<file path="src/kqsp_pkg.sv">
// kqsp_pkg: request and response types, operation and status codes
// for the shared-pool queue unit; no dependencies
`default_nettype none

package kqsp_pkg;

  localparam int VALUE_W = 32;
  localparam int QSEL_W  = 2;
  localparam int STAT_W  = 2;

  // operation codes
  localparam logic OP_ENQ = 1'b0;
  localparam logic OP_DEQ = 1'b1;

  // status codes
  localparam logic [STAT_W-1:0] ST_OK        = 2'd0;
  localparam logic [STAT_W-1:0] ST_OVERFLOW  = 2'd1;
  localparam logic [STAT_W-1:0] ST_UNDERFLOW = 2'd2;

  // value answered by a dequeue from an empty queue
  localparam logic signed [VALUE_W-1:0] UNDERFLOW_VALUE = -32'sd1;

  typedef struct packed {
    logic                      operation;
    logic [QSEL_W-1:0]         queue_sel;
    logic signed [VALUE_W-1:0] item_value;
  } req_t;

  typedef struct packed {
    logic signed [VALUE_W-1:0] out_value;
    logic [STAT_W-1:0]         status;
  } rsp_t;

endpackage

`default_nettype wire

</file>
<file path="src/k_queues_shared_pool_unit.sv">
// k_queues_shared_pool_unit: several fifo queues over one shared slot pool
// depends on kqsp_pkg for the request/response types and codes
`default_nettype none

// Several FIFO queues share one pool of POOL_SLOTS data slots. Each slot holds
// a value and a link to the next slot; unused slots form a free list. A request
// is an enqueue (queue number, value) or a dequeue (queue number) and gets
// exactly one response: status ok, overflow (pool full or bad queue number on
// enqueue) or underflow (queue empty or bad queue number on dequeue, value -1).
// A request is taken when start is high and busy is low. The response shows up
// on out_rsp with out_valid high for one cycle and cannot be held off.
// Sequence: after reset the unit builds the initial free list in the slot
// memory, with busy high. After that a rejected request or an enqueue to an
// empty queue goes from S_IDLE through S_EXEC only; an enqueue onto a
// non-empty queue also passes S_LINK and a successful dequeue also passes
// S_DEQ before busy drops. The extra state is set by the single read port and
// the single write port of the slot memory: a dequeue must read the queue head
// before it can read that slot, and an enqueue must write both the new slot and
// the old tail's link.
module k_queues_shared_pool_unit #(
  parameter int POOL_SLOTS = 16,
  parameter int NUM_QUEUES = 4
) (
  input  wire              clk,
  input  wire              rst_n,
  input  wire              start,
  output logic             busy,
  input  kqsp_pkg::req_t   in_req,
  output logic             out_valid,
  output kqsp_pkg::rsp_t   out_rsp
);

  import kqsp_pkg::*;

  // pointer holds 0..POOL_SLOTS, POOL_SLOTS meaning null
  localparam int PTR_W  = $clog2(POOL_SLOTS + 1);
  localparam int IDX_W  = (POOL_SLOTS > 1) ? $clog2(POOL_SLOTS) : 1;
  localparam int QIDX_W = (NUM_QUEUES > 1) ? $clog2(NUM_QUEUES) : 1;
  localparam int QCMP_W = ((QIDX_W > QSEL_W) ? QIDX_W : QSEL_W) + 1;
  localparam logic [PTR_W-1:0] NULL_PTR = PTR_W'(POOL_SLOTS);

  typedef struct packed {
    logic [PTR_W-1:0]          link;
    logic signed [VALUE_W-1:0] value;
  } slot_t;

  typedef struct packed {
    logic [PTR_W-1:0] head;
    logic [PTR_W-1:0] tail;
  } qent_t;

  typedef enum logic [2:0] {
    S_INIT,   // building the free list after reset
    S_IDLE,   // waiting for a request
    S_EXEC,   // queue entry and free-head slot read back, decide
    S_LINK,   // chain the old tail to the new slot
    S_DEQ     // head slot read back, unlink and free it
  } state_t;

  // memories: slot pool (value + link) and queue table (head + tail)
  slot_t slot_mem [POOL_SLOTS];
  qent_t qtab_mem [NUM_QUEUES];

  // registers
  state_t                 state_r, state_nxt;
  logic [PTR_W-1:0]       init_cnt_r, init_cnt_nxt;
  logic [PTR_W-1:0]       free_head_r, free_head_nxt;
  logic [NUM_QUEUES-1:0]  qvld_r, qvld_nxt;       // queue entry written since reset
  req_t                   req_r, req_nxt;
  logic [PTR_W-1:0]       tail_r, tail_nxt;       // old tail to be linked
  logic [PTR_W-1:0]       slot_r, slot_nxt;       // slot being enqueued or freed
  logic                   out_valid_r, out_valid_nxt;
  rsp_t                   out_r, out_nxt;
  slot_t                  slot_rd_r;
  qent_t                  qtab_rd_r;

  // memory port controls
  logic                   slot_re;
  logic [IDX_W-1:0]       slot_ra;
  logic                   slot_we_link;
  logic                   slot_we_val;
  logic [IDX_W-1:0]       slot_wa;
  slot_t                  slot_wd;
  logic                   qtab_re;
  logic [QIDX_W-1:0]      qtab_ra;
  logic                   qtab_we;
  logic [QIDX_W-1:0]      qtab_wa;
  qent_t                  qtab_wd;

  // decode of the held request
  logic                   accept;
  logic [QIDX_W-1:0]      q_idx;
  logic                   q_ok;
  logic [PTR_W-1:0]       head_eff;
  logic                   head_is_slot;
  logic                   tail_is_slot;
  logic                   pool_full;

  assign busy      = (state_r != S_IDLE);
  assign accept    = start && !busy;
  assign out_valid = out_valid_r;
  assign out_rsp   = out_r;

  assign q_idx        = QIDX_W'(req_r.queue_sel);
  assign q_ok         = QCMP_W'(req_r.queue_sel) < QCMP_W'(NUM_QUEUES);
  // a queue entry never written reads as an empty queue
  assign head_eff     = qvld_r[q_idx] ? qtab_rd_r.head : NULL_PTR;
  assign head_is_slot = head_eff < NULL_PTR;
  assign tail_is_slot = qtab_rd_r.tail < NULL_PTR;
  assign pool_full    = !(free_head_r < NULL_PTR);

  always_comb begin
    state_nxt     = state_r;
    init_cnt_nxt  = init_cnt_r;
    free_head_nxt = free_head_r;
    qvld_nxt      = qvld_r;
    req_nxt       = req_r;
    tail_nxt      = tail_r;
    slot_nxt      = slot_r;
    out_valid_nxt = 1'b0;
    out_nxt       = out_r;

    slot_re      = 1'b0;
    slot_ra      = free_head_r[IDX_W-1:0];
    slot_we_link = 1'b0;
    slot_we_val  = 1'b0;
    slot_wa      = slot_r[IDX_W-1:0];
    slot_wd      = '{link: NULL_PTR, value: req_r.item_value};
    qtab_re      = 1'b0;
    qtab_ra      = QIDX_W'(in_req.queue_sel);
    qtab_we      = 1'b0;
    qtab_wa      = q_idx;
    qtab_wd      = qtab_rd_r;

    case (state_r)
      S_INIT: begin
        // slot i links to i+1; the last one links to null
        slot_we_link = 1'b1;
        slot_wa      = init_cnt_r[IDX_W-1:0];
        slot_wd.link = init_cnt_r + PTR_W'(1);
        init_cnt_nxt = init_cnt_r + PTR_W'(1);
        if (init_cnt_r == PTR_W'(POOL_SLOTS - 1)) begin
          state_nxt = S_IDLE;
        end
      end

      S_IDLE: begin
        if (start) begin
          req_nxt   = in_req;
          slot_re   = 1'b1;             // free-head slot, for its link
          qtab_re   = 1'b1;
          state_nxt = S_EXEC;
        end
      end

      S_EXEC: begin
        if (req_r.operation == OP_ENQ) begin
          if (!q_ok || pool_full) begin
            out_nxt       = '{out_value: '0, status: ST_OVERFLOW};
            out_valid_nxt = 1'b1;
            state_nxt     = S_IDLE;
          end else begin
            // take the free-list head and fill it
            slot_we_link  = 1'b1;
            slot_we_val   = 1'b1;
            slot_wa       = free_head_r[IDX_W-1:0];
            slot_wd       = '{link: NULL_PTR, value: req_r.item_value};
            free_head_nxt = slot_rd_r.link;
            qtab_we       = 1'b1;
            qtab_wd.head  = head_is_slot ? qtab_rd_r.head : free_head_r;
            qtab_wd.tail  = free_head_r;
            qvld_nxt[q_idx] = 1'b1;
            if (head_is_slot && tail_is_slot) begin
              tail_nxt  = qtab_rd_r.tail;
              slot_nxt  = free_head_r;
              state_nxt = S_LINK;
            end else begin
              out_nxt       = '{out_value: '0, status: ST_OK};
              out_valid_nxt = 1'b1;
              state_nxt     = S_IDLE;
            end
          end
        end else begin
          if (!q_ok || !head_is_slot) begin
            out_nxt       = '{out_value: UNDERFLOW_VALUE, status: ST_UNDERFLOW};
            out_valid_nxt = 1'b1;
            state_nxt     = S_IDLE;
          end else begin
            // fetch the head slot
            slot_re   = 1'b1;
            slot_ra   = head_eff[IDX_W-1:0];
            slot_nxt  = head_eff;
            state_nxt = S_DEQ;
          end
        end
      end

      S_LINK: begin
        slot_we_link  = 1'b1;
        slot_wa       = tail_r[IDX_W-1:0];
        slot_wd.link  = slot_r;
        out_nxt       = '{out_value: '0, status: ST_OK};
        out_valid_nxt = 1'b1;
        state_nxt     = S_IDLE;
      end

      S_DEQ: begin
        // advance the queue head, push the slot onto the free list
        qtab_we       = 1'b1;
        qtab_wd.head  = slot_rd_r.link;
        qtab_wd.tail  = qtab_rd_r.tail;
        slot_we_link  = 1'b1;
        slot_wa       = slot_r[IDX_W-1:0];
        slot_wd.link  = free_head_r;
        free_head_nxt = slot_r;
        out_nxt       = '{out_value: slot_rd_r.value, status: ST_OK};
        out_valid_nxt = 1'b1;
        state_nxt     = S_IDLE;
      end

      default: begin
        state_nxt = S_IDLE;
      end
    endcase
  end

  // control state and registered outputs
  always_ff @(posedge clk) begin
    if (!rst_n) begin
      state_r     <= S_INIT;
      init_cnt_r  <= '0;
      free_head_r <= '0;
      qvld_r      <= '0;
      out_valid_r <= 1'b0;
    end else begin
      state_r     <= state_nxt;
      init_cnt_r  <= init_cnt_nxt;
      free_head_r <= free_head_nxt;
      qvld_r      <= qvld_nxt;
      out_valid_r <= out_valid_nxt;
    end
    req_r  <= req_nxt;
    tail_r <= tail_nxt;
    slot_r <= slot_nxt;
    out_r  <= out_nxt;
  end

  // slot memory: one read port, one write port with separate link/value enables
  always_ff @(posedge clk) begin
    if (slot_we_link) begin
      slot_mem[slot_wa].link <= slot_wd.link;
    end
    if (slot_we_val) begin
      slot_mem[slot_wa].value <= slot_wd.value;
    end
    if (slot_re) begin
      slot_rd_r <= slot_mem[slot_ra];
    end
  end

  // queue table memory
  always_ff @(posedge clk) begin
    if (qtab_we) begin
      qtab_mem[qtab_wa] <= qtab_wd;
    end
    if (qtab_re) begin
      qtab_rd_r <= qtab_mem[qtab_ra];
    end
  end

  // assertions
  a_accept_exec: assert property (@(posedge clk) disable iff (!rst_n)
    accept |=> state_r == S_EXEC)
    else $error("accepted request did not enter decode");

  a_free_head_range: assert property (@(posedge clk) disable iff (!rst_n)
    free_head_r <= NULL_PTR)
    else $error("free-list head beyond null");

  a_resp_source: assert property (@(posedge clk) disable iff (!rst_n)
    out_valid_r |-> ($past(state_r) == S_EXEC || $past(state_r) == S_LINK ||
                     $past(state_r) == S_DEQ))
    else $error("response without a request in flight");

  a_resp_idle: assert property (@(posedge clk) disable iff (!rst_n)
    out_valid_r |-> state_r == S_IDLE)
    else $error("response while still busy");

  a_underflow_value: assert property (@(posedge clk) disable iff (!rst_n)
    (out_valid_r && out_r.status == ST_UNDERFLOW) |-> out_r.out_value == UNDERFLOW_VALUE)
    else $error("underflow response with wrong value");

endmodule

`default_nettype wire
</file>
<file path="config.mk">
export PLATFORM = sky130hd
export DESIGN_NAME = k_queues_shared_pool_unit
export DESIGN_NICKNAME = d
export VERILOG_FILES = /design/src/kqsp_pkg.sv /design/src/k_queues_shared_pool_unit.sv
export SDC_FILE = /design/constraint.sdc
export NUM_CORES = 1
export LEC_CHECK = 0
export BUFFER_PORTS_ARGS = -buffer_cell sky130_fd_sc_hd__buf_2
export CAP_MARGIN = 25
export CORE_MARGIN = 3
export CORE_UTILIZATION = 29
export CTS_BUF_LIST = sky130_fd_sc_hd__clkbuf_2
export DETAILED_ROUTE_END_ITERATION = 8
export PLACE_DENSITY = 0.44
export SETUP_SLACK_MARGIN = 0.4
export SYNTH_ARGS = -nofsm -noshare
export SYNTH_HDL_FRONTEND = slang
export SYNTH_SLANG_ARGS = --single-unit
export TNS_END_PERCENT = 30
</file>
<file path="constraint.sdc">
create_clock -name clk -period 10.8 [get_ports clk]
set_clock_uncertainty 0.05 [all_clocks]
set_input_delay 1.62 -clock clk [delete_from_list [all_inputs] [get_ports clk]]
set_output_delay 1.62 -clock clk [all_outputs]
set_load 0.02 [all_outputs]
</file>
==> reports/qor.yml, run 1 <==
timing:
  slew_headroom_pct: 26.3
  period_share_pct: 51.0
  holdWs_ps: 241
  maxSlewViolCount: 0
  period_minus_slack_ps: 5510
  timing.fmax_mhz: 181
  rsz0062_at_grt: "false"
  finalHoldViolations: 0
  final.setup.tns_ps: 0
  tightest_slew_ps: 1100
  setup_viol: 0
  fin_ws_ps: 5290
routing:
  drt_iter0_markers: 2891
  first_pass_iters: 6
  avgViaCountPerCell: 5.51
  drc: 0
  wl_per_cell_microns: 26.3
  wirelength_microns: 135000
  ant_nets: 0
  vias: 28100
placement:
  placed_area_sq_mm: 0.0389
  portBuffers: 73
  place_congestion: 0.783
  place_inst: 4705
  pre_cts_slack_ps: 5410
  dp_hpwl_microns: 66900
global_route:
  antenna_found_initial: 5
  grt_usage_pct: 20.1
  grt_pass1_wl_microns: 195000
  grt_pass1_vias: 27200
  grt_start_max_net_pins: 145
  overflow: 0
setup_path:
  reg2reg_depth: 10
  path_common_cell: "buf_4"
  cp_data_required_time_ps: 11970
  crit_type: "reg2reg"
  rr_endpoint: "slot_rd_r[30]$_DFFE_PP_"
  rrSetupSlack_ps: 5290
  cp_slowest_cell: "buf_4"
  cp-end-kind: "flop"
  start_kind: "flop"
  crit_path_start: "q_idx[1]$_DFFE_PP_"
  slowest_delay_ps: 820
  crit_path_end: "slot_rd_r[30]$_DFFE_PP_"
  cp_max_fo: 63
  arrival_ps: 6680
  cp_cell_sequence: "mux2_2 > a2bb2oi_4 > buf_4 > buf_4 > buf_4 > nor4b_4 > buf_4 > o22ai_1 > nand4_1 > or4_1"
  r2r_start: "q_idx[1]$_DFFE_PP_"
logic_synthesis:
  ys_async_sr_fraction_pct: 0
  ys.flop_type: "edfxtp_1"
  synth_top_family_by_area: "compound AO/OA/AOI/OAI gates"
  syn_inst: 3214
  syn_avg_cell_area_sq_um: 11.5
  ys_ff_latch: 775
  synth_xor_area_share_pct: 0.119
  ys_seq_area_share_pct: 62.5
  ys_warn_count: 0
  synth_top_area_share_pct: 61.6
  synth-compound-area-share_pct: 18.1
  synthTopCellsByArea: "edfxtp_1 62%, nand2_1 6.8%, a211oi_1 4.5%"
  yosysMostFrequentCell: "edfxtp_1"
  synth_fp_nets: 3254
  synthMuxAreaShare_pct: 0.850
  ys_types: 65
  syn_area_sq_mm: 0.0369
  synth_edf_count: 757
  synth-simple-area-share_pct: 14.6
  synth_commonest_cells: "757 x edfxtp_1, 669 x nand2_1, 226 x nand2b_1"
  synth_fa_ha_area_share_pct: 0.0678
  synth_area_leader_cell: "edfxtp_1"
floorplanning:
  start_util_pct: 29.3
  fp.dieH_microns: 363
  pin_count: 74
  die_w_microns: 363
  row_count: 130
  core-area_sq_mm: 0.126
  fp.dieArea_sq_mm: 0.132
clock_network:
  post_cts_buffers: 0
  holdBufCountCts: 27
  clkTransAtPathRegs_ps: 100
  cts_buffers: 212
  worstSkewPairLatency_ps: 1560
  clock-root-buffer: "clkbuf_2"
  cts_tree: "done"
  ctsHtreeMaxLevel: 4
  cts_resized: 0
  clk_path_buf_depth: 3
  cts_sinks: 775
status:
  status: "finished clean"
power:
  peakVddDrop_v: 0.0000919
  finalPower_mw: 5.52
  leakage_nw: 13.8
  power_density_mw_per_mm2: 134
cells_and_area:
  multi_input_area_sq_mm: 0.0127
  drive_gt1_share_pct: 15.5
  seqCellArea_sq_mm: 0.0231
  final_util_pct: 32.6
  nets: 3338
  fin_area_sq_mm: 0.0411
  area_delta_synth_final_pct: 11.4
  final_cells: 5112
  fillCellCount: 12700
hold_path:
  hold_path.class: "in2reg"
run:
  drv_cap: 0
[where the power goes]
part           internal (mW)  leakage [nW]  switching (mW)
clock                  0.880          1.46            1.31
combinational         0.0245          5.43          0.0391
sequential              3.27          6.96         0.00370
[placed cells by master, fill, tap and decap left out, types with 6 or more instances in the layout]
cell type,count
edfxtp_1,757
nand2_1,667
clkbuf_2,303
nand2b_1,226
a211oi_1,222
a22oi_1,187
o22ai_1,186
o21ai_0,109
nand3_1,90
buf_2,73
buf_4,70
a21boi_0,68
clkinv_1,50
a21oi_1,47
nand4_1,38
or4_1,37
a311oi_1,36
a21o_1,33
nor2_1,31
dlygate4sd3_1,27
dfxtp_1,17
nor2_4,16
o21ai_1,15
mux4_2,11
diode_2,8
nor3_1,8
a221o_1,6
clkinv_2,6
[worst min path at each step]
stage,start,endpoint,slack (ps),depth (start not counted)
2_1_floorplan,qtab_rd_r[0]$_DFFE_PP_,tail_r[0]$_DFFE_PP_,380,0
3_3_place_gp,qtab_rd_r[2]$_DFFE_PP_,tail_r[2]$_DFFE_PP_,420,0
3_5_place_dp,qtab_rd_r[1]$_DFFE_PP_,tail_r[1]$_DFFE_PP_,400,0
4_1_cts,in_req[7],req_r[7]$_DFFE_PP_,4,1
5_1_grt,in_req[7],req_r[7]$_DFFE_PP_,50,1
6_report,in_req[7],req_r[7]$_DFFE_PP_,240,1
[logic make-up (layout without fill, tap and decap cells)]
| kind of cell | count (synthesis) | in the layout |
|---|---|---|
| buffers and inverters | 314 | 554 |
| and+or+nand+nor | 1150 | 1150 |
| adders and majority gates | 2 | 2 |
| muxes | 16 | 16 |
| other | 0 | 8 |
| xor gates and xnor gates | 5 | 5 |
| DFF | 775 | 775 |
| AOI/OAI and AO/OA | 952 | 952 |
[metal layers]
layer | vias to the layer above | global-route usage (%) | share of wire (%)
li1 | 12500 | - | -
met1 | 14200 | 29.1 | 46
met2 | 1142 | 30.0 | 44
met3 | 239 | 3.70 | 6.9
met4 | 0 | 7.23 | 2.7
met5 | - | 0 | 0
[final cells by class]
| type | count | area share (%) |
|---|---|---|
| tap | 1650 | 5.02 |
| inverter | 9 | 0.103 |
| antenna | 8 | 0.0487 |
| clock inverter | 68 | 1.05 |
| sequential | 775 | 56.2 |
| timing repair buffer | 175 | 2.98 |
| multi-input combinational | 2125 | 31.0 |
| clock buffer | 302 | 3.68 |
[state kept, by name, indices dropped and copies added, names as in the netlist]
name         cells
qvld_r           4
free_head_r      5
slot_rd_r       37
out_valid        1
out_rsp         34
state_r          3
q_idx            2
qtab_rd_r       10
init_cnt_r       5
tail_r           4
slot_r           5
slot_mem       592
qtab_mem        40
req_r           33
[critical path: cells and delay by family, from the launching register on]
kind / cells / cell delay (ps)
flip-flops: 1 / 600
AO/OA/AOI/OAI: 2 / 420
multiplexers: 1 / 440
buffers and inverters: 4 / 2650
AND/OR/NAND/NOR: 3 / 830
Power figures use the tool's default switching activity.
==> inputs of run 2 (changes only) <==
--- a/config.mk
+++ b/config.mk
@@ -11,7 +11,7 @@
 export CORE_UTILIZATION = 29
 export CTS_BUF_LIST = sky130_fd_sc_hd__clkbuf_2
 export DETAILED_ROUTE_END_ITERATION = 8
-export PLACE_DENSITY = 0.44
+export PLACE_DENSITY = 0.46
 export SETUP_SLACK_MARGIN = 0.4
 export SYNTH_ARGS = -nofsm -noshare
 export SYNTH_HDL_FRONTEND = slang
==> constraint.sdc (replaced) <==
create_clock -name clk -period 4.7 [get_ports clk]
set_clock_uncertainty 0.05 [all_clocks]
set_input_delay 0.705 -clock clk [delete_from_list [all_inputs] [get_ports clk]]
set_output_delay 0.705 -clock clk [all_outputs]
set_load 0.02 [all_outputs]
==> run 2 against run 1 <==
Net effect: final cell count increased by 0.86%; clock power increased by 120%; register-to-register slack got worse by 4600 ps; fmax increased by 39%; non-clock buffer count increased by 59; critical path type unchanged; global-route usage decreased by 1.1 points; sequential power increased by 130%; die area unchanged.
==> reports/qor.yml, run 2 (synthesized netlist as in run 1, its figures left out) <==
status:
  status: "finished clean"  # unchanged
routing:
  first_pass_iters: 5  # was 6
  wirelength_microns: 128000  # was 135000 microns
  vias: 27900  # was 28100
  drc: 0  # unchanged
  wl_per_cell_microns: 24.8  # was 26.3 microns
  avgViaCountPerCell: 5.40  # was 5.51
  drt_iter0_markers: 2924  # was 2891
  ant_nets: 0  # unchanged
floorplanning:
  start_util_pct: 29.3  # unchanged
  pin_count: 74  # unchanged
  die_w_microns: 363  # unchanged
  core-area_sq_mm: 0.126  # unchanged
  fp.dieArea_sq_mm: 0.132  # unchanged
  row_count: 130  # unchanged
  fp.dieH_microns: 363  # unchanged
clock_network:
  ctsHtreeMaxLevel: 4  # unchanged
  clkTransAtPathRegs_ps: 100  # about the same
  cts_resized: 0  # unchanged
  clk_path_buf_depth: 3  # unchanged
  cts_sinks: 775  # unchanged
  clock-root-buffer: "clkbuf_2"  # unchanged
  post_cts_buffers: 0  # unchanged
  cts_tree: "done"  # unchanged
  worstSkewPairLatency_ps: 1580  # was 1560 ps
  cts_buffers: 202  # was 212
timing:
  period_minus_slack_ps: 3970  # was 5510 ps
  final.setup.tns_ps: 0  # unchanged
  rsz0062_at_grt: "false"  # unchanged
  slew_headroom_pct: 13.8  # was 26.3%
  finalHoldViolations: 0  # unchanged
  tightest_slew_ps: 1290  # was 1100 ps
  setup_viol: 0  # unchanged
  maxSlewViolCount: 0  # unchanged
  timing.fmax_mhz: 252  # was 181 MHz
  period_share_pct: 84.4  # was 51.0%
power:
  peakVddDrop_v: 0.000231  # was 0.0000919 V
  power_density_mw_per_mm2: 298  # was 134 mW/mm^2
  leakage_nw: 14.1  # was 13.8 nW
placement:
  place_inst: 4716  # was 4705
  placed_area_sq_mm: 0.0392  # was 0.0389 sq mm
  place_congestion: 0.785  # was 0.783
  portBuffers: 73  # unchanged
  dp_hpwl_microns: 66400  # was 66900 microns
cells_and_area:
  drive_gt1_share_pct: 15.6  # was 15.5%
  nets: 3387  # was 3338
  layout_commonest_cell: "edfxtp_1"  # unchanged
  fin_area_sq_mm: 0.0418  # was 0.0411 sq mm
  top_regs: "slot_mem: 592 flops, qtab_mem: 40 flops, slot_rd_r: 37 flops"  # unchanged
  largest_reg_flops: 592  # unchanged
  mostFrequentLayoutCells: "757 x edfxtp_1, 667 x nand2_1, 304 x clkbuf_2"  # was 757 x edfxtp_1, 667 x nand2_1, 303 x clkbuf_2
  area_delta_synth_final_pct: 13.1  # was 11.4%
  regMostFlops: "slot_mem"  # unchanged
  final_cells: 5156  # was 5112
  fillCellCount: 12600  # was 12700
global_route:
  grt_pass1_wl_microns: 185000  # was 195000 microns
  grt_usage_pct: 19.0  # was 20.1%
  antenna_found_initial: 6  # was 5
  grt_start_max_net_pins: 177  # was 145
  use_met1_pct: 27.5  # was 29.1%
  grt_use_met3_pct: 3.50  # was 3.70%
  met2_usage_pct: 28.4  # was 30.0%
  overflow: 0  # unchanged
  top_usage_layer: "met2"  # unchanged
  grt_pass1_vias: 26600  # was 27200
hold_path:
  hold_path.class: "in2reg"  # unchanged
run:
  drv_cap: 0  # unchanged
setup_path:
  cp_data_required_time_ps: 5950  # was 11970 ps
  cp_max_fo: 147  # was 63
  start_kind: "flop"  # unchanged
  cp-end-kind: "flop"  # unchanged
  crit_type: "reg2reg"  # unchanged
  arrival_ps: 5220  # was 6680 ps
==> run 2: cell types whose count changed in the layout (fill, tap and decap cells not counted), sizes merged <==
cell         delta
clkinv         -15
inv             +2
diode           -1
buf            +13
bufinv          -3
dlygate4sd3    +48
==> run 2: final timing paths <==
check | start | end | slack [ps] | depth (start not counted)
min reg2reg | qtab_rd_r[3]$_DFFE_PP_ | tail_r[3]$_DFFE_PP_ | 420 | 0
max | state_r[1]$_SDFFE_PN0P_ | slot_rd_r[12]$_DFFE_PP_ | 730 | 7
max reg2reg | state_r[1]$_SDFFE_PN0P_ | slot_rd_r[12]$_DFFE_PP_ | 730 | 7
min | in_req[33] | qtab_rd_r[5]$_DFFE_PP_ | 230 | 3
==> run 2: repair_timing <==
action | CTS | global route
hold buffers | 75 | 0
endpoints found under the hold margin | 78 | 0
setup endpoints to repair | 0 | 0
==> run 2: cell type report <==
class	count	area [sq um]	area share [%]
tap	1650	2060	4.94
multi-input combinational	2125	12700	30.5
sequential	775	23100	55.3
clock inverter	52	283	0.677
clock buffer	304	1520	3.64
inverter	9	42.5	0.102
timing repair buffer	234	2000	4.79
antenna	7	17.5	0.0420
==> run 2: per-stage QoR <==
step	util, %	hold slack, ps	power (mW)	worst slack (ps)
6_report	33.1	231	12.4	731
2_1_floorplan	-	376	7.73	746
3_5_place_dp	31.1	399	7.80	896
3_3_place_gp	31.1	424	7.80	929
5_1_grt	33.1	45.4	13.0	622
4_1_cts	33.1	10.3	12.6	833
==> run 2: report_power, final <==
part	internal, mW	total [mW]	switching, mW
Combinational	0.0821	0.175	0.0931
Sequential	7.50	7.51	0.00860
Clock	1.84	4.74	2.90
Total	9.43	12.4	3.00
==> run 2: worst max-delay path: stages (launching register included) <==
cell and delay [ps]:
dfxtp_1 600, nor3b_4 390, and2_4 520, buf_12 450
a21oi_1 160, a311oi_1 300, o21ai_0 230, or4_1 440
==> run 2: metal layers <==
layer  share of wire [%]  wire length [microns]
met1                  46                  59100
met2                  45                  56900
met3                 6.8                   8630
met4                 2.4                   3090
met5               0.021                     27
